[src/pli_pkg.sv]
package pli_pkg;

    // Fixed-point format of hue, saturation and lightness
    localparam int FRAC_BITS = 16;
    localparam int ONE_W     = FRAC_BITS + 1;
    localparam logic [ONE_W-1:0] ONE   = {1'b1, {FRAC_BITS{1'b0}}};
    localparam logic [ONE_W-1:0] THIRD = ONE_W'((2 ** FRAC_BITS) / 3);

    // Offset register is a 16-bit fraction; align it to FRAC_BITS
    localparam int OFS_UP = (FRAC_BITS >= 16) ? (FRAC_BITS - 16) : 0;
    localparam int OFS_DN = (FRAC_BITS >= 16) ? 0 : (16 - FRAC_BITS);
    localparam int OFS_W  = FRAC_BITS + 16;

    // Divider: remainder and divisor width (divisor up to 6*255), one quotient bit per stage
    localparam int DIV_W     = 11;
    localparam int DIV_STEPS = FRAC_BITS + 1;

    // Cycles from accepted request to sampled result strobe
    localparam int LATENCY = DIV_STEPS + 6;

    // Configuration port
    localparam int PADDR_W  = 5;
    localparam int REG_ID_W = 3;
    localparam logic [REG_ID_W-1:0] REG_THRESH = 3'd0;
    localparam logic [REG_ID_W-1:0] REG_BG_RED = 3'd1;
    localparam logic [REG_ID_W-1:0] REG_BG_GRN = 3'd2;
    localparam logic [REG_ID_W-1:0] REG_BG_BLU = 3'd3;
    localparam logic [REG_ID_W-1:0] REG_OFFSET = 3'd4;

    localparam logic [7:0]  RST_THRESH = 8'd240;
    localparam logic [7:0]  RST_BG     = 8'd32;
    localparam logic [15:0] RST_OFFSET = 16'd8192;

    // Front stage result: operands for both dividers plus sideband
    typedef struct packed {
        logic             valid;
        logic             replaced;
        logic             gray;
        logic [7:0]       alpha;
        logic [8:0]       sum;
        logic [DIV_W-1:0] s_rem;
        logic             s_lsb;
        logic [DIV_W-1:0] s_den;
        logic [DIV_W-1:0] h_rem;
        logic             h_lsb;
        logic [DIV_W-1:0] h_den;
    } t_front;

    // Sideband that travels beside the dividers; light holds L, then new L
    typedef struct packed {
        logic             valid;
        logic             replaced;
        logic             gray;
        logic [7:0]       alpha;
        logic [ONE_W-1:0] light;
    } t_side;

endpackage

[src/pli_front.sv]
module pli_front (
    input  logic               i_clk,
    input  logic               i_rst_n,
    input  logic               i_valid,
    input  logic [7:0]         i_red,
    input  logic [7:0]         i_green,
    input  logic [7:0]         i_blue,
    input  logic [7:0]         i_alpha,
    input  logic [7:0]         i_thresh,
    output pli_pkg::t_front    o_front
);

    logic [7:0]  mx;
    logic [7:0]  mn;
    logic [7:0]  d;
    logic [8:0]  sum;
    logic [11:0] d12;
    logic [11:0] num;
    logic [11:0] h_den;
    logic [8:0]  s_den;
    pli_pkg::t_front n_front;
    pli_pkg::t_front r_front;

    // Find extremes, hue numerator and saturation divisor
    always_comb begin
        mx = i_red;
        if (i_green > mx) mx = i_green;
        if (i_blue > mx) mx = i_blue;
        mn = i_red;
        if (i_green < mn) mn = i_green;
        if (i_blue < mn) mn = i_blue;
        d   = mx - mn;
        sum = {1'b0, mx} + {1'b0, mn};
        d12 = {4'd0, d};

        if (mx == i_red) begin
            if (i_green >= i_blue) num = {4'd0, i_green} - {4'd0, i_blue};
            else num = (d12 * 12'd6) - ({4'd0, i_blue} - {4'd0, i_green});
        end else if (mx == i_green) begin
            num = (d12 << 1) + {4'd0, i_blue} - {4'd0, i_red};
        end else begin
            num = (d12 << 2) + {4'd0, i_red} - {4'd0, i_green};
        end

        h_den = d12 * 12'd6;
        s_den = (sum > 9'd255) ? (9'd510 - sum) : sum;

        n_front.valid    = i_valid;
        n_front.replaced = (i_red >= i_thresh) && (i_green >= i_thresh)
                           && (i_blue >= i_thresh);
        n_front.gray     = (d == 8'd0);
        n_front.alpha    = i_alpha;
        n_front.sum      = sum;
        n_front.s_rem    = pli_pkg::DIV_W'(d >> 1);
        n_front.s_lsb    = d[0];
        n_front.s_den    = pli_pkg::DIV_W'(s_den);
        n_front.h_rem    = pli_pkg::DIV_W'(num >> 1);
        n_front.h_lsb    = num[0];
        n_front.h_den    = h_den[pli_pkg::DIV_W-1:0];
        // Gray pixel: keep dividers away from a zero divisor
        if (d == 8'd0) begin
            n_front.s_rem = '0;
            n_front.s_lsb = 1'b0;
            n_front.s_den = pli_pkg::DIV_W'(1);
            n_front.h_rem = '0;
            n_front.h_lsb = 1'b0;
            n_front.h_den = pli_pkg::DIV_W'(1);
        end
    end

    // Hold valid under reset, advance payload
    always_ff @(posedge i_clk) begin
        if (!i_rst_n) begin
            r_front.valid <= 1'b0;
        end else begin
            r_front.valid <= n_front.valid;
        end
        r_front.replaced <= n_front.replaced;
        r_front.gray     <= n_front.gray;
        r_front.alpha    <= n_front.alpha;
        r_front.sum      <= n_front.sum;
        r_front.s_rem    <= n_front.s_rem;
        r_front.s_lsb    <= n_front.s_lsb;
        r_front.s_den    <= n_front.s_den;
        r_front.h_rem    <= n_front.h_rem;
        r_front.h_lsb    <= n_front.h_lsb;
        r_front.h_den    <= n_front.h_den;
    end

    assign o_front = r_front;

endmodule

[config.mk]
export PLATFORM = sky130hd
export DESIGN_NAME = pli_front
export DESIGN_NICKNAME = d
export VERILOG_FILES = /design/src/pli_pkg.sv /design/src/pli_front.sv
export SDC_FILE = /design/constraint.sdc
export NUM_CORES = 1
export LEC_CHECK = 0
export ABC_AREA = 1
export BUFFER_PORTS_ARGS = -buffer_cell sky130_fd_sc_hd__buf_2
export CORE_MARGIN = 2
export CORE_UTILIZATION = 55
export DETAILED_ROUTE_END_ITERATION = 10
export PLACE_DENSITY = 0.8
export SYNTH_ARGS = -nofsm -noshare
export SYNTH_HDL_FRONTEND = slang
export SYNTH_SLANG_ARGS = --single-unit
[constraint.sdc]
create_clock -name i_clk -period 9.7 [get_ports i_clk]
set_input_delay 2.91 -clock i_clk [delete_from_list [all_inputs] [get_ports i_clk]]
set_output_delay 2.91 -clock i_clk [all_outputs]
set_load 0.02 [all_outputs]
==> impl_metrics.env <==
export IMPL_nets=1270
export IMPL_slew_headroom_pct=35.1
export IMPL_tightest_slew_ps=973
export IMPL_cts_buffers=9
export IMPL_ios=109
export IMPL_grt_usage_pct=28.6
export IMPL_route_detailed_drc=0
export IMPL_htreeDepth=3
export IMPL_syn_to_final_growth_pct=13.2
export IMPL_dieArea_um2=13800
export IMPL_synth_distinct_cells=55
export IMPL_instances_no_fill=1264
export IMPL_routabilityCongestion=0.974
export IMPL_hold_violations=0
export IMPL_syn_avg_cell_area_um2=7.14
export IMPL_cp_data_arrival_time_ps=9460
export IMPL_required_ps=9970
export IMPL_cp_slowest_stage_delay_ps=420
export IMPL_postRouteWirelength_um=19100
export IMPL_utilization_pct=63.6
export IMPL_die_width_um=117
export IMPL_design_core_area_um2=12600
export IMPL_post_route_period_util_pct=94.7
export IMPL_drv_slew=0
export IMPL_nFillCells=1170
export IMPL_cts_tree="yes"
export IMPL_netlist_instances=989
export IMPL_worst_hold_slack_ps=2670
export IMPL_first_iter_violations=482
export IMPL_worst_setup_path_start_kind="input pin"
export IMPL_synth_seq_cells=58
export IMPL_largest_reg_flops=58
export IMPL_drt_pass1_iter_count=5
export IMPL_dp_cells=1247
export IMPL_status="complete, no violations"
export IMPL_setup_tns_ps=0
export IMPL_cts_root_buf="clkbuf_16"
export IMPL_num_rows=41
export IMPL_grt_ovfl_total=0
export IMPL_cp_end_kind="register"
export IMPL_hold_class="input pin to register"
export IMPL_wl_per_cell_um=15.1
export IMPL_clockBufferDepth=2
export IMPL_antenna_left=0
export IMPL_postCtsSetupBuffers=0
export IMPL_fp_dieH_um=117
export IMPL_cts_resized=0
export IMPL_ys_seq_area_share_pct=16.5
export IMPL_synth_edff_count=0
export IMPL_clkTransAtPathRegs_ps=50
export IMPL_diodes=0
export IMPL_first_global_vias=6233
export IMPL_grt_pass1_wl_um=30300
export IMPL_fin_crit_ps=9190
export IMPL_via_per_inst=5.34
export IMPL_crit_top_cell="nand2_1"
export IMPL_hpwl_um=15500
export IMPL_dr_total_vias=6744
export IMPL_fmax_mhz=109
export IMPL_cp_slowest_cell="fa_1"
export IMPL_ctsHoldBuffers=0
export IMPL_setup_viol=0
export IMPL_synth_flop_cell="dfxtp_1"
export IMPL_worst_path_max_fanout=14
export IMPL_layout_drive_gt1_share_pct=17.5
export IMPL_synth_area_um2=7060
export IMPL_ys_warn_count=0
export IMPL_maxCapViolations=0
export IMPL_initial_utilization_pct=56.1
export IMPL_async_reset_ff_share_pct=0
export IMPL_clock_sinks=58
export IMPL_io_buffer_count=102
export IMPL_grt_max_degree=31
export IMPL_worst_setup_path_type="input pin to register"
export IMPL_antenna_found_initial=0
per-stage QoR:
| stage | setup slack [ps] | area (um^2) |
|---|---|---|
| floorplan | 625 | 7080 |
| global placement | 334 | 7670 |
| detailed placement | 200 | 7670 |
| CTS | 532 | 7980 |
| global route | -11.1 | 7990 |
| finish | 512 | 7990 |
cell usage in the layout, fill, tap and decap left out, types with 9 or more instances in the layout:
| master | netlist | layout |
|---|---|---|
| buf_2 | 6 | 102 |
| a21oi_1 | 66 | 66 |
| nand2_2 | 20 | 20 |
| nand2_1 | 212 | 212 |
| nand3_1 | 75 | 75 |
| fa_1 | 21 | 21 |
| o21ai_1 | 12 | 14 |
| o21ai_0 | 35 | 33 |
| dfxtp_1 | 58 | 58 |
| xor2_1 | 32 | 32 |
| clkbuf_16 | 0 | 9 |
| xnor2_1 | 11 | 11 |
| ha_1 | 119 | 119 |
| inv_1 | 141 | 141 |
| nor2_1 | 57 | 57 |
path summary, 6_finish.rpt:
kind	cells after the start	slack, ps	endpoint	start
min	1	2670	o_front[57]$_DFF_P_	i_alpha[2]
max	36	510	o_front[21]$_SDFF_PP0_	i_red[7]
critical path: cells and delay by family:
family                   cells  cell delay (ps)
adder cells (fa/ha/maj)      6             1830
AO/OA/AOI/OAI                8             2080
XOR/XNOR                     1              300
buffers and inverters        7             1000
AND/OR/NAND/NOR             14             1340
cell families after synthesis:
kind of cell	synth area share (%)
AOI/OAI and AO/OA	14.5
xor gates and xnor gates	5.96
adders and majority gates	27.1
buffers and inverters	10.5
DFF	16.5
other	0.0531
and+or+nand+nor	25.4
Yosys cell counts, types with 2 or more instances:
master / number / area [um^2]
xor2_1: 32 / 280
dfxtp_1: 58 / 1160
nor2_1: 57 / 214
nand4_1: 7 / 43.8
o21a_1: 8 / 60.1
buf_2: 6 / 30.0
o211ai_1: 4 / 30.0
inv_2: 8 / 30.0
a211oi_1: 3 / 22.5
buf_4: 10 / 75.1
or2_2: 2 / 12.5
o211ai_2: 4 / 50.1
nand2_1: 212 / 796
nor2_2: 6 / 37.5
o21bai_1: 4 / 30.0
nand3_1: 75 / 375
o221ai_1: 2 / 17.5
nand3b_1: 2 / 15.0
a21boi_0: 4 / 30.0
a21oi_1: 66 / 330
o21ai_1: 12 / 60.1
xnor2_1: 11 / 96.3
o21ai_2: 6 / 52.6
a21o_1: 3 / 22.5
a31oi_1: 2 / 12.5
nor3_1: 7 / 35.0
fa_1: 21 / 420
nand2_2: 20 / 125
o21ai_0: 35 / 175
buf_6: 4 / 45.0
inv_1: 141 / 529
nand3_2: 7 / 70.1
a21oi_2: 3 / 26.3
clkbuf_1: 7 / 26.3
o31ai_1: 2 / 15.0
ha_1: 119 / 1490
final cells by class:
cell class | count | area (um^2) | area share (%)
Multi-Input combinational cell | 759 | 5180 | 64.9
Sequential cell | 58 | 1160 | 14.5
Clock buffer | 10 | 239 | 2.99
Timing Repair Buffer | 109 | 563 | 7.05
Tap cell | 172 | 215 | 2.69
Inverter | 150 | 563 | 7.05
Clock inverter | 6 | 66.3 | 0.830
per-layer routing:
layer / wire [um] / up-vias / GRT usage [%]
met5: 0 / - / 0
met4: 832 / 0 / 13.9
met3: 1270 / 57 / 4.79
met2: 8620 / 264 / 45.2
met1: 8400 / 3012 / 37.9
li1: - / 3411 / -
Power is not shown: default switching activity piles up to over one toggle a cycle in this logic, so the estimate is an artifact.
