===== config.mk =====
export PLATFORM = sky130hd
export DESIGN_NAME = pli_back
export DESIGN_NICKNAME = d
export VERILOG_FILES = /design/src/pli_pkg.sv /design/src/pli_back.sv
export SDC_FILE = /design/constraint.sdc
export NUM_CORES = 2
export LEC_CHECK = 0
export ABC_AREA = 1
export BUFFER_PORTS_ARGS = -buffer_cell sky130_fd_sc_hd__buf_2
export CORE_UTILIZATION = 50
export DETAILED_ROUTE_END_ITERATION = 10
export GPL_ROUTABILITY_DRIVEN = 1
export PLACE_DENSITY = 0.66
export SYNTH_ARGS = -nofsm -noshare
export SYNTH_HDL_FRONTEND = slang
export SYNTH_SLANG_ARGS = --single-unit
export TNS_END_PERCENT = 20

===== constraint.sdc =====
create_clock -name i_clk -period 10 [get_ports i_clk]
set_input_delay 1 -clock i_clk [delete_from_list [all_inputs] [get_ports i_clk]]
set_output_delay 1 -clock i_clk [all_outputs]
set_load 0.03 [all_outputs]

===== src/pli_pkg.sv =====
package pli_pkg;

    // Fixed-point format of hue, saturation and lightness
    localparam int FRAC_BITS = 16;
    localparam int ONE_W     = FRAC_BITS + 1;
    localparam logic [ONE_W-1:0] ONE   = {1'b1, {FRAC_BITS{1'b0}}};
    localparam logic [ONE_W-1:0] THIRD = ONE_W'((2 ** FRAC_BITS) / 3);

    // Offset register is a 16-bit fraction; align it to FRAC_BITS
    localparam int OFS_UP = (FRAC_BITS >= 16) ? (FRAC_BITS - 16) : 0;
    localparam int OFS_DN = (FRAC_BITS >= 16) ? 0 : (16 - FRAC_BITS);
    localparam int OFS_W  = FRAC_BITS + 16;

    // Divider: remainder and divisor width (divisor up to 6*255), one quotient bit per stage
    localparam int DIV_W     = 11;
    localparam int DIV_STEPS = FRAC_BITS + 1;

    // Cycles from accepted request to sampled result strobe
    localparam int LATENCY = DIV_STEPS + 6;

    // Configuration port
    localparam int PADDR_W  = 5;
    localparam int REG_ID_W = 3;
    localparam logic [REG_ID_W-1:0] REG_THRESH = 3'd0;
    localparam logic [REG_ID_W-1:0] REG_BG_RED = 3'd1;
    localparam logic [REG_ID_W-1:0] REG_BG_GRN = 3'd2;
    localparam logic [REG_ID_W-1:0] REG_BG_BLU = 3'd3;
    localparam logic [REG_ID_W-1:0] REG_OFFSET = 3'd4;

    localparam logic [7:0]  RST_THRESH = 8'd240;
    localparam logic [7:0]  RST_BG     = 8'd32;
    localparam logic [15:0] RST_OFFSET = 16'd8192;

    // Front stage result: operands for both dividers plus sideband
    typedef struct packed {
        logic             valid;
        logic             replaced;
        logic             gray;
        logic [7:0]       alpha;
        logic [8:0]       sum;
        logic [DIV_W-1:0] s_rem;
        logic             s_lsb;
        logic [DIV_W-1:0] s_den;
        logic [DIV_W-1:0] h_rem;
        logic             h_lsb;
        logic [DIV_W-1:0] h_den;
    } t_front;

    // Sideband that travels beside the dividers; light holds L, then new L
    typedef struct packed {
        logic             valid;
        logic             replaced;
        logic             gray;
        logic [7:0]       alpha;
        logic [ONE_W-1:0] light;
    } t_side;

endpackage


===== src/pli_back.sv =====
module pli_back (
    input  logic                            i_clk,
    input  logic                            i_rst_n,
    input  pli_pkg::t_side                  i_side,
    input  logic [pli_pkg::ONE_W-1:0]       i_sat,
    input  logic [pli_pkg::FRAC_BITS-1:0]   i_hue,
    input  logic [7:0]                      i_bg_red,
    input  logic [7:0]                      i_bg_green,
    input  logic [7:0]                      i_bg_blue,
    output logic                            o_valid,
    output logic [7:0]                      o_red,
    output logic [7:0]                      o_green,
    output logic [7:0]                      o_blue,
    output logic [7:0]                      o_alpha,
    output logic                            o_replaced
);

    localparam int W  = pli_pkg::ONE_W;
    localparam int FB = pli_pkg::FRAC_BITS;

    // Segment of the hue ramp
    localparam logic [1:0] SEL_RISE = 2'd0;
    localparam logic [1:0] SEL_HIGH = 2'd1;
    localparam logic [1:0] SEL_FALL = 2'd2;
    localparam logic [1:0] SEL_LOW  = 2'd3;

    // Stage 1: nl * S
    logic           r1_valid, r1_replaced, r1_gray;
    logic [7:0]     r1_alpha;
    logic [W-1:0]   r1_nl, r1_sat;
    logic [FB-1:0]  r1_hue;
    logic [2*W-1:0] r1_prod;
    // Stage 2: q, p and channel hues
    logic           r2_valid, r2_replaced, r2_gray;
    logic [7:0]     r2_alpha;
    logic [W-1:0]   r2_nl, r2_q, r2_p, r2_diff;
    logic [W-1:0]   r2_t [3];
    // Stage 3: ramp product per channel
    logic           r3_valid, r3_replaced, r3_gray;
    logic [7:0]     r3_alpha;
    logic [W-1:0]   r3_nl, r3_q, r3_p;
    logic [1:0]     r3_sel [3];
    logic [2*W-1:0] r3_prod [3];
    // Stage 4: channel level
    logic           r4_valid, r4_replaced;
    logic [7:0]     r4_alpha;
    logic [W-1:0]   r4_v [3];
    // Stage 5: output bytes
    logic           r_valid, r_replaced;
    logic [7:0]     r_alpha;
    logic [7:0]     r_byte [3];

    logic [W:0]     qw, pw;
    logic [W-1:0]   ps, q, p, hw, tr;
    logic [W-1:0]   n_t [3];
    logic [1:0]     n_sel [3];
    logic [2*W-1:0] n_prod [3];
    logic [W-1:0]   n_v [3];
    logic [7:0]     n_byte [3];
    logic [7:0]     bg [3];

    // Form q and p, and offset the hue per channel
    always_comb begin
        ps = r1_prod[FB +: W];
        if ({r1_nl, 1'b0} < {1'b0, pli_pkg::ONE}) qw = {1'b0, r1_nl} + {1'b0, ps};
        else qw = {1'b0, r1_nl} + {1'b0, r1_sat} - {1'b0, ps};
        pw = {r1_nl, 1'b0} - qw;
        q  = qw[W-1:0];
        p  = pw[W-1:0];
        hw = {1'b0, r1_hue};
        tr = hw + pli_pkg::THIRD;
        if (tr > pli_pkg::ONE) tr = tr - pli_pkg::ONE;
        n_t[0] = tr;
        n_t[1] = hw;
        n_t[2] = (hw >= pli_pkg::THIRD) ? (hw - pli_pkg::THIRD)
                                         : (hw + pli_pkg::ONE - pli_pkg::THIRD);
    end

    // Pick the ramp segment and scale (q - p)
    for (genvar k = 0; k < 3; k++) begin : g_lane
        logic [W+2:0] six;
        logic [W+2:0] fall;
        logic [W+1:0] three;
        logic [W-1:0] factor;

        always_comb begin
            six   = ({2'b0, r2_t[k], 1'b0}) + ({1'b0, r2_t[k], 2'b0});
            three = {r2_t[k], 1'b0} + {2'b0, r2_t[k]};
            fall  = {pli_pkg::ONE, 2'b0} - six;
            if (six < {3'b0, pli_pkg::ONE}) begin
                n_sel[k] = SEL_RISE;
                factor   = six[W-1:0];
            end else if ({r2_t[k], 1'b0} < {1'b0, pli_pkg::ONE}) begin
                n_sel[k] = SEL_HIGH;
                factor   = '0;
            end else if (three < {pli_pkg::ONE, 1'b0}) begin
                n_sel[k] = SEL_FALL;
                factor   = fall[W-1:0];
            end else begin
                n_sel[k] = SEL_LOW;
                factor   = '0;
            end
            n_prod[k] = r2_diff * factor;
        end

        // Resolve level, clamp to one
        logic [W:0] lvl;
        always_comb begin
            case (r3_sel[k])
                SEL_RISE, SEL_FALL: lvl = {1'b0, r3_p} + {1'b0, r3_prod[k][FB +: W]};
                SEL_HIGH:           lvl = {1'b0, r3_q};
                default:            lvl = {1'b0, r3_p};
            endcase
            if (r3_gray) lvl = {1'b0, r3_nl};
            n_v[k] = (lvl > {1'b0, pli_pkg::ONE}) ? pli_pkg::ONE : lvl[W-1:0];
        end

        // Scale to a byte: v * 255 / ONE, or take the background byte when replaced
        logic [W+7:0] scaled;
        always_comb begin
            scaled    = {r4_v[k], 8'd0} - {8'd0, r4_v[k]};
            n_byte[k] = r4_replaced ? bg[k] : scaled[FB +: 8];
        end
    end

    assign bg[0] = i_bg_red;
    assign bg[1] = i_bg_green;
    assign bg[2] = i_bg_blue;

    // Advance valid bits
    always_ff @(posedge i_clk) begin
        if (!i_rst_n) begin
            r1_valid <= 1'b0;
            r2_valid <= 1'b0;
            r3_valid <= 1'b0;
            r4_valid <= 1'b0;
            r_valid  <= 1'b0;
        end else begin
            r1_valid <= i_side.valid;
            r2_valid <= r1_valid;
            r3_valid <= r2_valid;
            r4_valid <= r3_valid;
            r_valid  <= r4_valid;
        end
    end

    // Advance payload
    always_ff @(posedge i_clk) begin
        r1_replaced <= i_side.replaced;
        r1_gray     <= i_side.gray || (i_sat == '0);
        r1_alpha    <= i_side.alpha;
        r1_nl       <= i_side.light;
        r1_sat      <= i_sat;
        r1_hue      <= i_hue;
        r1_prod     <= i_side.light * i_sat;

        r2_replaced <= r1_replaced;
        r2_gray     <= r1_gray;
        r2_alpha    <= r1_alpha;
        r2_nl       <= r1_nl;
        r2_q        <= q;
        r2_p        <= p;
        r2_diff     <= q - p;

        r3_replaced <= r2_replaced;
        r3_gray     <= r2_gray;
        r3_alpha    <= r2_alpha;
        r3_nl       <= r2_nl;
        r3_q        <= r2_q;
        r3_p        <= r2_p;

        r4_replaced <= r3_replaced;
        r4_alpha    <= r3_alpha;

        r_replaced  <= r4_replaced;
        r_alpha     <= r4_alpha;

        for (int k = 0; k < 3; k++) begin
            r2_t[k]    <= n_t[k];
            r3_sel[k]  <= n_sel[k];
            r3_prod[k] <= n_prod[k];
            r4_v[k]    <= n_v[k];
            r_byte[k]  <= n_byte[k];
        end
    end

    assign o_valid    = r_valid;
    assign o_red      = r_byte[0];
    assign o_green    = r_byte[1];
    assign o_blue     = r_byte[2];
    assign o_alpha    = r_alpha;
    assign o_replaced = r_replaced;

endmodule


==> impl_metrics.toml <==
[sta]
period_minus_slack_ns = 8.90
tns_ns = 0
setup_viol = 0
slew_headroom = 0.0470
hold_viol_final = 0
worst_pin_slew_ns = 1.42
rsz0062_at_grt = "no"
skew_ns = 0.0449
final.period_utilization = 0.890
fmax_mhz = 112
final_max_slew_viol_count = 0

[setup_path]
path_common_cell = "fa_1"
crit_required_ns = 10.51
crit_fanout = 25
path_delay_family = "adder cells"
cp_slowest_stage_delay_ns = 1.14
end_kind = "flop"
slowest_stage = "o21ai_1"
crit_path_start = "r2_t[0][34]"
worst-path-buf-inv = 4
crit_arrival_ns = 9.40
r2r_setup_slack_ns = 1.10
path_class = "flop to flop"
cp-start-kind = "flop"
reg2reg_from = "r2_t[0][34]"

[finish]
fillers = 11200
syn_to_final_growth_pct = 5.86
multi_input_area_um2 = 43200
seq_area_um2 = 8350
drive_gt1_frac = 0.0597
fin_nets = 9072

[drt]
wl_met1_um = 72900
drcViolationCount = 0
wl_met2_um = 78300
wl_um = 172000
dr.max_layer_used = "met5"
ant_nets = 0
drtPass1Iterations = 6
wl_per_cell_um = 19.0
num_vias = 48800
drt_iter0_markers = 3542
met3_length_um = 12100
viasPerCell = 5.40

[clock_network]
clk_pin_slew_ns = 0.06
cts_buffer_depth = 3
clkLatencyLatePin_ns = 0.66
holdBufCountCts = 0
cts_sinks = 417
htreeDepth = 2
cts_tree = "done"
cts_buffers = 45
clockRootBuffer = "clkbuf_16"
post_cts_buffers = 0
cts_resized = 0

[synthesis]
synth_warnings = 0
yosysTopAreaCellShare = 0.289
synth-edff-count = 0
syn_area_um2 = 58800
synthTopCellsByCount = "1643 x inv_1, 1392 x nand2_1, 847 x fa_1, 667 x ha_1, 524 x nor2_1"
synth_most_common_cell = "inv_1"
synth.distinct_cells = 70
yosysTopAreaCell = "fa_1"
avgSynthCellArea_um2 = 7.88
async_flop_share = 0
synthCells = 7458
synthTopCellsByArea = "fa_1 29%, dfxtp_1 14%, ha_1 14%"
ys_seq_elements = 417
yosysSeqAreaShare = 0.142
synthFlopType = "dfxtp_1"

[grt]
grt_use_total = 0.297
grt_max_degree = 57
grt-ovfl-total = 0
grt_antenna_before_repair = 4
grt_pass1_vias = 50000
grt_pass1_wl_um = 274000

[job]
drv_cap = 0

[outcome]
status = "complete, no violations"

[die]
design.core.area_um2 = 116000
fp.dieH_um = 345
ioPinCount = 121
die_area_um2 = 119000
die_w_um = 345
rows = 125
start_util = 0.505

[place]
place_congestion = 1.01
port_buffers = 120
dp_hpwl_um = 140000

[worst_hold_path]
min_path_type = "flop to flop"
min_from = "r2_p[7]"
-- cells in the final DEF, fill, tap and decap left out, types with 45 or more instances in the layout --
cell type,netlist,final
a21oi_1,409,409
buf_2,32,120
clkbuf_16,0,45
dfxtp_1,417,417
fa_1,847,847
ha_1,667,667
inv_1,1643,1642
nand2_1,1392,1392
nand3_1,306,306
nand4_1,157,157
nor2_1,524,524
o21ai_0,191,191
xnor2_1,55,55
xor2_1,128,128
-- stage by stage --
stage                util  worst slack [ns]  instances  area (um2)  hold WS, ns
finish              0.535              1.10       9033       62200        0.325
global route        0.534             0.443       9030       62200        0.323
CTS                 0.534              1.22       9028       62200        0.324
detailed placement  0.521              1.29       8948       60700        0.312
global placement    0.521              1.45       8948       60700        0.310
floorplan               -              2.66       7482       58800        0.310
-- per-layer routing --
metal | up-vias | track usage
met5 | - | 0
met4 | 4 | 0.131
met3 | 427 | 0.0402
met2 | 1823 | 0.490
met1 | 23500 | 0.388
li1 | 23000 | -
-- cell families after synthesis --
group | Yosys count | synth area share
DFF | 417 | 0.142
AOI/OAI and AO/OA | 816 | 0.0790
buffers and inverters | 1897 | 0.124
and+or+nand+nor | 2627 | 0.196
other | 2 | 0.000128
adders and majority gates | 1514 | 0.431
xor gates and xnor gates | 185 | 0.0278
-- registers in the layout (all words and copies together) (netlist names), 16 cells and up --
| signal | count |
|---|---|
| r2_diff | 16 |
| r1_sat | 17 |
| r3_prod | 51 |
| r2_nl | 17 |
| r1_nl | 17 |
| r3_p | 17 |
| r_byte | 24 |
| r1_hue | 16 |
| r2_q | 16 |
| r3_q | 16 |
| r1_prod | 17 |
| r2_t | 49 |
| r4_v | 51 |
| r2_p | 17 |
| r3_nl | 17 |
-- cell type report --
cell class,count,area share
tap,1524,0.0307
clock inverter,24,0.00471
sequential,417,0.134
multi-input combinational,5168,0.694
clock buffer,56,0.0199
inverter,1676,0.101
timing repair buffer,163,0.0148
antenna,5,0.000201
-- worst paths after layout --
kind                    end  cells past startpoint
min reg2reg         r3_p[7]                      0
max reg2reg  r3_prod[0][30]                     32
max          r3_prod[0][30]                     32
min                 r3_p[7]                      0
Power is not shown: default switching activity piles up to over one toggle a cycle in this logic, so the estimate is an artifact.
