===== src/pli_pkg.sv =====
package pli_pkg;

    // Fixed-point format of hue, saturation and lightness
    localparam int FRAC_BITS = 16;
    localparam int ONE_W     = FRAC_BITS + 1;
    localparam logic [ONE_W-1:0] ONE   = {1'b1, {FRAC_BITS{1'b0}}};
    localparam logic [ONE_W-1:0] THIRD = ONE_W'((2 ** FRAC_BITS) / 3);

    // Offset register is a 16-bit fraction; align it to FRAC_BITS
    localparam int OFS_UP = (FRAC_BITS >= 16) ? (FRAC_BITS - 16) : 0;
    localparam int OFS_DN = (FRAC_BITS >= 16) ? 0 : (16 - FRAC_BITS);
    localparam int OFS_W  = FRAC_BITS + 16;

    // Divider: remainder and divisor width (divisor up to 6*255), one quotient bit per stage
    localparam int DIV_W     = 11;
    localparam int DIV_STEPS = FRAC_BITS + 1;

    // Cycles from accepted request to sampled result strobe
    localparam int LATENCY = DIV_STEPS + 6;

    // Configuration port
    localparam int PADDR_W  = 5;
    localparam int REG_ID_W = 3;
    localparam logic [REG_ID_W-1:0] REG_THRESH = 3'd0;
    localparam logic [REG_ID_W-1:0] REG_BG_RED = 3'd1;
    localparam logic [REG_ID_W-1:0] REG_BG_GRN = 3'd2;
    localparam logic [REG_ID_W-1:0] REG_BG_BLU = 3'd3;
    localparam logic [REG_ID_W-1:0] REG_OFFSET = 3'd4;

    localparam logic [7:0]  RST_THRESH = 8'd240;
    localparam logic [7:0]  RST_BG     = 8'd32;
    localparam logic [15:0] RST_OFFSET = 16'd8192;

    // Front stage result: operands for both dividers plus sideband
    typedef struct packed {
        logic             valid;
        logic             replaced;
        logic             gray;
        logic [7:0]       alpha;
        logic [8:0]       sum;
        logic [DIV_W-1:0] s_rem;
        logic             s_lsb;
        logic [DIV_W-1:0] s_den;
        logic [DIV_W-1:0] h_rem;
        logic             h_lsb;
        logic [DIV_W-1:0] h_den;
    } t_front;

    // Sideband that travels beside the dividers; light holds L, then new L
    typedef struct packed {
        logic             valid;
        logic             replaced;
        logic             gray;
        logic [7:0]       alpha;
        logic [ONE_W-1:0] light;
    } t_side;

endpackage


===== src/pli_div.sv =====
module pli_div (
    input  logic                            i_clk,
    input  logic [pli_pkg::DIV_W-1:0]       i_rem,
    input  logic                            i_lsb,
    input  logic [pli_pkg::DIV_W-1:0]       i_den,
    output logic [pli_pkg::DIV_STEPS-1:0]   o_quo
);

    logic [pli_pkg::DIV_W-1:0]     r_rem [pli_pkg::DIV_STEPS];
    logic [pli_pkg::DIV_W-1:0]     r_den [pli_pkg::DIV_STEPS];
    logic [pli_pkg::DIV_STEPS-1:0] r_quo [pli_pkg::DIV_STEPS];

    // One restoring step per stage: shift in a bit, subtract when it fits
    for (genvar j = 0; j < pli_pkg::DIV_STEPS; j++) begin : g_step
        logic [pli_pkg::DIV_W-1:0]     rem_in;
        logic [pli_pkg::DIV_W-1:0]     den_in;
        logic [pli_pkg::DIV_STEPS-1:0] quo_in;
        logic                          bit_in;
        logic [pli_pkg::DIV_W:0]       trial;
        logic [pli_pkg::DIV_W:0]       diff;
        logic                          fits;
        logic [pli_pkg::DIV_W-1:0]     n_rem;
        logic [pli_pkg::DIV_STEPS-1:0] n_quo;

        if (j == 0) begin : g_first
            assign rem_in = i_rem;
            assign den_in = i_den;
            assign quo_in = '0;
            assign bit_in = i_lsb;
        end else begin : g_next
            assign rem_in = r_rem[j-1];
            assign den_in = r_den[j-1];
            assign quo_in = r_quo[j-1];
            assign bit_in = 1'b0;
        end

        always_comb begin
            trial = {rem_in, bit_in};
            diff  = trial - {1'b0, den_in};
            fits  = (trial >= {1'b0, den_in});
            n_rem = fits ? diff[pli_pkg::DIV_W-1:0] : trial[pli_pkg::DIV_W-1:0];
            n_quo = {quo_in[pli_pkg::DIV_STEPS-2:0], fits};
        end

        always_ff @(posedge i_clk) begin
            r_rem[j] <= n_rem;
            r_den[j] <= den_in;
            r_quo[j] <= n_quo;
        end
    end

    assign o_quo = r_quo[pli_pkg::DIV_STEPS-1];

endmodule


===== config.mk =====
export PLATFORM = sky130hd
export DESIGN_NAME = pli_div
export DESIGN_NICKNAME = d
export VERILOG_FILES = /design/src/pli_pkg.sv /design/src/pli_div.sv
export SDC_FILE = /design/constraint.sdc
export NUM_CORES = 1
export LEC_CHECK = 0
export ABC_AREA = 1
export BUFFER_PORTS_ARGS = -buffer_cell sky130_fd_sc_hd__buf_2
export CAP_MARGIN = 20
export CORE_UTILIZATION = 48
export DETAILED_ROUTE_END_ITERATION = 12
export PLACE_DENSITY_LB_ADDON = 0.25
export SETUP_SLACK_MARGIN = 0.1
export SLEW_MARGIN = 5
export SYNTH_ARGS = -nofsm -noshare
export SYNTH_HDL_FRONTEND = slang
export SYNTH_SLANG_ARGS = --single-unit

===== constraint.sdc =====
create_clock -name i_clk -period 3.85 [get_ports i_clk]
set_input_delay 0.9625 -clock i_clk [delete_from_list [all_inputs] [get_ports i_clk]]
set_output_delay 0.9625 -clock i_clk [all_outputs]
set_load 0.02 [all_outputs]

==> results of run 1 <==
==> synth_stat cells (all sizes together) <==
master	number	share of area (%)
o211ai	1	0.032
nand4	57	1.6
buf	47	1.5
dfxtp	505	43
a21o	1	0.032
o21a	1	0.032
xnor2	1	0.037
a211oi	1	0.032
and2	1	0.026
ha	186	9.8
or2	16	0.42
xor2	47	1.7
o21ai	6	0.17
nand2	1052	17
nand3	420	9.1
a21oi	83	2.1
inv	529	8.4
fa	16	1.4
nand3b	34	1.1
nor2	162	3.0
==> per-layer routing <==
layer | vias up | routed length (um) | track usage, %
met5 | - | 0 | 0
met4 | 0 | 1910 | 8.86
met3 | 132 | 2090 | 2.96
met2 | 402 | 25400 | 38.1
met1 | 8600 | 23400 | 25.6
li1 | 9994 | - | -
==> layout make-up <==
| type | count | area, sq um |
|---|---|---|
| repair buffers | 51 | 283 |
| clock buffers | 72 | 1580 |
| flip-flops and latches | 505 | 10100 |
| well taps | 656 | 821 |
| fillers | 4549 | 21900 |
| inverters | 529 | 1990 |
| clock inverters | 27 | 310 |
| multi-input cells | 2085 | 11200 |
==> final timing paths <==
check	depth (start not counted)	slack, ns	startpoint	end
setup / recovery	8	1.48	r_den[0][108]	r_rem[0][120]
setup reg to reg	8	1.48	r_den[0][108]	r_rem[0][120]
hold / removal	0	0.31	r_quo[8][1]	r_quo[9][2]
hold reg to reg	0	0.31	r_quo[8][1]	r_quo[9][2]
==> layout by cell type, fill, tap and decap left out, types with 2 or more instances in the layout <==
cell type | Yosys | routed
nand2_2 | 5 | 5
nor2_2 | 31 | 31
nand4_1 | 56 | 56
a21oi_2 | 21 | 21
fa_1 | 16 | 16
nand3_2 | 7 | 7
clkinvlp_4 | 0 | 5
inv_6 | 0 | 2
buf_2 | 12 | 40
nor2_4 | 3 | 3
nand3b_1 | 34 | 34
nor2_1 | 128 | 128
clkinv_4 | 0 | 8
or2_1 | 15 | 15
inv_1 | 518 | 518
bufinv_16 | 0 | 5
xor2_1 | 47 | 47
a21oi_1 | 62 | 62
o21ai_2 | 3 | 3
clkbuf_8 | 0 | 14
nand2_1 | 1046 | 1046
clkbuf_1 | 0 | 3
clkbuf_16 | 0 | 55
clkinv_2 | 0 | 7
inv_2 | 11 | 11
o21ai_0 | 3 | 3
ha_1 | 186 | 186
dfxtp_1 | 505 | 505
nand3_1 | 412 | 412
buf_4 | 19 | 11
==> sequential cells by signal (all words and copies together) (netlist names) <==
| register | cells |
|---|---|
| r_den | 176 |
| r_rem | 176 |
| r_quo | 153 |
==> logic make-up after synthesis <==
family,Yosys count,share of synthesized area [%]
AOI/OAI and AO/OA,93,2.39
xor gates and xnor gates,48,1.78
adders and majority gates,202,11.2
DFF,505,42.7
buffers and inverters,576,9.92
and+or+nand+nor,1742,32.0
==> through the flow <==
stage,total power [mW],worst slack (ns)
final,23.2,1.48
after floorplan,15.5,1.50
after global placement,17.7,1.23
after global routing,25.2,1.30
after CTS,23.3,1.55
after detailed placement,17.9,1.17
==> power by group through the flow <==
| stage | logic (mW) | registers (mW) | clock network [mW] |
|---|---|---|---|
| CTS | 9.85 | 7.97 | 5.48 |
| global placement | 9.64 | 8.04 | 0 |
| floorplan | 7.82 | 7.72 | 0 |
| global route | 11.4 | 8.12 | 5.70 |
| finish | 9.92 | 7.94 | 5.33 |
| detailed placement | 9.80 | 8.06 | 0 |
==> worst max-delay path, stage by stage, from the launching register on <==
cell and delay (ns):
dfxtp_1 0.32, inv_1 0.04, ha_1 0.33, nand2_1 0.09, nand2_1 0.08, a21oi_2 0.54, nand4_1 0.57, nand3_1 0.21
nand2_1 0.07
==> results.json, run 1 <==
{
  "postCtsResizedCells": 0,
  "fin_crit_sh_pct": 61.5,
  "post-dp-hpwl_mm": 40.8,
  "post-cts-setup-buffers": 0,
  "grt_pass1_vias": 18529,
  "syn_nets": 3392,
  "yosysUniqueCellTypes": 35,
  "outcome": "completed",
  "wirelength_mm": 52.8,
  "finalHoldViolCount": 0,
  "final_max_slew_viol_count": 0,
  "switching_share_pct": 40.4,
  "min_period_ns": 2.37,
  "num_vias": 19128,
  "start_util_pct": 49.1,
  "placed_cells": 3826,
  "overflow": 0,
  "n_antenna_cell": 0,
  "clkLatencyLatePin_ns": 0.59,
  "hold_buffers": 0,
  "worst_slew_pin_slew_ns": 0.652,
  "dpl_cell_area_sq_mm": 0.0244,
  "drt_first_pass_iters": 6,
  "p_sw_mw": 9.37,
  "nNetsFinal": 3451,
  "clkSinkCount": 505,
  "io_pins": 41,
  "gp_congestion": 0.879,
  "power.share.clock_pct": 23.0,
  "layout.cells.non_filler": 3925,
  "post-route-drc-count": 0,
  "p_leak_nw": 14.2,
  "finClkSkew_ns": 0.0147,
  "cts_buffer_depth": 3,
  "drt-initial-drc-count": 1231,
  "die_area_sq_mm": 0.0502,
  "numCtsBuffers": 53,
  "core_area_sq_mm": 0.0481,
  "numPortBuffers": 40,
  "cp.required_ns": 4.33,
  "p_seq_share_pct": 34.3,
  "die_h_um": 224,
  "fin_util_pct": 54.6,
  "hold_path_class": "flip-flop to flip-flop",
  "cts-htree-levels": 2,
  "synthCells": 3166,
  "rsz0062_at_grt": "false",
  "setup_viol": 0,
  "track_usage_pct": 21.3,
  "fmax_mhz": 422,
  "antenna_found_initial": 0,
  "die_w_um": 224,
  "intPower_mw": 13.8,
  "fin_hold_ws_ns": 0.315,
  "power_frac_comb_pct": 42.8,
  "crit_path_max_fanout": 12,
  "areaGrowthSynthToFinish_pct": 11.1,
  "vias_per_cell": 4.87,
  "path_clk_slew_ns": 0.06,
  "layout-drive-gt1-share_pct": 7.10,
  "avgSynthCellArea_sq_um": 7.47,
  "start_kind": "flip-flop",
  "ys_ff_latch": 505,
  "drv_cap": 0,
  "arrival_ns": 2.85,
  "cts_tree": "yes",
  "fp-row-count": 80,
  "ir_worst_vdd_mv": 0.475,
  "drtAntennaViolNets": 0,
  "grt_pass1_wl_mm": 87.9,
  "yosys_warnings": 0,
  "netlist_area_sq_mm": 0.0237,
  "end_kind": "flip-flop",
  "critPathKind": "flip-flop to flip-flop",
  "grt_max_degree": 18,
  "cts-root-buf": "clkbuf_16",
  "routedWlPerCell_um": 13.5,
  "relSlewSlack_pct": 56.5,
  "powerDensity_mw_per_mm2": 882,
  "fin_tns_setup_ns": 0,
  "design_area_sq_mm": 0.0263,
  "synth-seq-area-share_pct": 42.7
}
(Power assumes the default switching activity.)
==> run 2: changes to the inputs <==
==> constraint.sdc (replaced) <==
create_clock -name i_clk -period 2.35 [get_ports i_clk]
set_input_delay 0.5875 -clock i_clk [delete_from_list [all_inputs] [get_ports i_clk]]
set_output_delay 0.5875 -clock i_clk [all_outputs]
set_load 0.02 [all_outputs]
==> results.json, run 2 (synthesized netlist as in run 1, its figures left out) <==
{
  "path_clk_slew_ns": 0.06,
  "design_area_sq_mm": 0.0264,
  "finalHoldViolCount": 0,
  "wl_met1_mm": 23.3,
  "final_common_cell": "nand2_1",
  "fillers": 4558,
  "vias_per_cell": 4.89,
  "clkLatencyLatePin_ns": 0.59,
  "worst_slew_pin_slew_ns": 0.519,
  "start_kind": "flip-flop",
  "power_mw": 38.0,
  "die_w_um": 224,
  "grt_pass1_vias": 18738,
  "switching_share_pct": 40.2,
  "power.share.clock_pct": 22.1,
  "multi_input_area_sq_mm": 0.0112,
  "gp_congestion": 0.913,
  "outcome": "completed",
  "setup_viol": 0,
  "drv_cap": 0,
  "intPower_mw": 22.8,
  "clkSinkCount": 505,
  "dr.max_layer_used": "met4",
  "arrival_ns": 2.56,
  "ff_latch_area_sq_mm": 0.0101,
  "slowest_stage": "fa_1",
  "numCtsBuffers": 51,
  "reg_top3": "r_den: 176 flops, r_rem: 176 flops, r_quo: 153 flops",
  "drtAntennaViolNets": 0,
  "core_area_sq_mm": 0.0481,
  "dpl_cell_area_sq_mm": 0.0246,
  "r2r_end": "r_rem[0][16]",
  "p_seq_share_pct": 34.1,
  "fp-row-count": 80,
  "crit_top_cell": "nand3_1",
  "min_period_ns": 2.09,
  "most-common-layout-cells": "nand2_1 (1,038), inv_1 (518), dfxtp_1 (505), nand3_1 (412), ha_1 (186)",
  "rsz0062_at_grt": "false",
  "numPortBuffers": 40,
  "routedWlPerCell_um": 13.3,
  "layout-drive-gt1-share_pct": 7.72,
  "die_area_sq_mm": 0.0502,
  "overflow": 0,
  "die_h_um": 224,
  "crit_path_max_fanout": 11,
  "worstHoldStart": "i_den[3]",
  "wl_met2_mm": 24.9,
  "power_frac_comb_pct": 43.8,
  "finClkSkew_ns": 0.0155,
  "placed_cells": 3849,
  "track_usage_pct": 21.2,
  "fin_tns_setup_ns": 0,
  "regToRegStartpoint": "r_den[0][0]",
  "post-dp-hpwl_mm": 40.9,
  "areaGrowthSynthToFinish_pct": 11.5,
  "reg2regPathDepth": 8,
  "p_sw_mw": 15.3,
  "io_pins": 41,
  "nNetsFinal": 3476,
  "hold_depth": 1,
  "antenna_found_initial": 0,
  "hold_path_class": "input port to flip-flop",
  "reg2reg_slack_ns": 0.26,
  "ir_worst_vdd_mv": 0.903,
  "critPathKind": "flip-flop to flip-flop",
  "fin_hold_ws_ns": 0.125,
  "layout.cells.non_filler": 3945,
  "drt-initial-drc-count": 1162,
  "cts-htree-levels": 2,
  "wl_met3_mm": 1.94,
  "final_max_slew_viol_count": 0,
  "start_util_pct": 49.1,
  "num_vias": 19285,
  "grt_pass1_wl_mm": 87.3,
  "relSlewSlack_pct": 65.3,
  "powerDensity_mw_per_mm2": 1440,
  "cts-root-buf": "clkbuf_16",
  "worstPathCellList": "inv_1 > fa_1 > nand3_1 > nand3_1 > nand3_1 > nand4_1 > nand3_1 > nand2_1",
  "cp.required_ns": 2.82,
  "cts_tree": "yes",
  "p_leak_nw": 14.3,
  "fin_crit_sh_pct": 89.0,
  "min_to": "r_den[0][3]",
  "n_antenna_cell": 0,
  "end_kind": "flip-flop",
  "post-route-drc-count": 0,
  "fmax_mhz": 478,
  "cts_buffer_depth": 3,
  "grt_max_degree": 18,
  "hold_buffers": 0,
  "drt_first_pass_iters": 5,
  "wirelength_mm": 52.4,
  "critPathMaxStageDelay_ns": 0.47
}
-- run 2: cell count changes in the layout (fill, tap and decap cells not counted), sizes merged --
cell,previous run,this run
bufinv,5,6
clkinv,15,8
buf,51,78
clkbuf,72,71
-- run 2: metal layers --
layer / track usage, % / up-vias
li1: - / 10038
met1: 25.6 / 8645
met2: 36.7 / 452
met3: 2.81 / 150
met4: 10.6 / 0
met5: 0 / -
-- run 2: worst max-delay path by stage --
| stage | startpoint | to | slack, ns | depth (start not counted) |
|---|---|---|---|---|
| 2_1_floorplan | i_lsb | r_rem[0][2] | 0.38 | 10 |
| 3_3_place_gp | i_lsb | r_rem[0][0] | 0.15 | 11 |
| 3_5_place_dp | i_lsb | r_rem[0][0] | 0.09 | 11 |
| 4_1_cts | r_den[0][121] | r_rem[0][141] | 0.18 | 8 |
| 5_1_grt | r_den[0][132] | r_rem[0][152] | 0.02 | 9 |
| 6_report | r_den[0][0] | r_rem[0][16] | 0.26 | 8 |
-- run 2: final cells by class --
type                    count  share of cell area (%)
clock buffers              71                    5.63
clock inverters            21                    1.04
inverters                 529                    7.53
multi-input cells        2085                    42.5
flip-flops and latches    505                    38.3
well taps                 656                    3.11
repair buffers             78                    1.84
-- run 2: repair_timing --
item,in CTS,in global routing
resized for setup,0,8
buffers inserted,0,4
endpoints found under the setup margin,0,58
-- run 2: power groups by stage --
stage	Clock (mW)	Combinational [mW]	Sequential, mW
6_report	8.39	16.7	13.0
5_1_grt	8.97	19.2	13.3
4_1_cts	8.61	16.5	13.0
3_5_place_dp	0	16.4	13.2
3_3_place_gp	0	16.1	13.2
2_1_floorplan	0	12.8	12.7
-- run 2: metrics by stage --
step	setup slack (ns)	utilization, %
6_report	0.258	54.8
3_3_place_gp	0.146	51.0
3_5_place_dp	0.0942	51.0
4_1_cts	0.181	54.7
5_1_grt	0.0249	54.8
2_1_floorplan	0.380	-
-- run 2: critical path, delay by kind of cell, from the launching register on --
family        cells  cell delay [ns]
simple gates      6             1.07
fa+ha+maj         1             0.47
buf+inv           1             0.12
flops             1             0.32
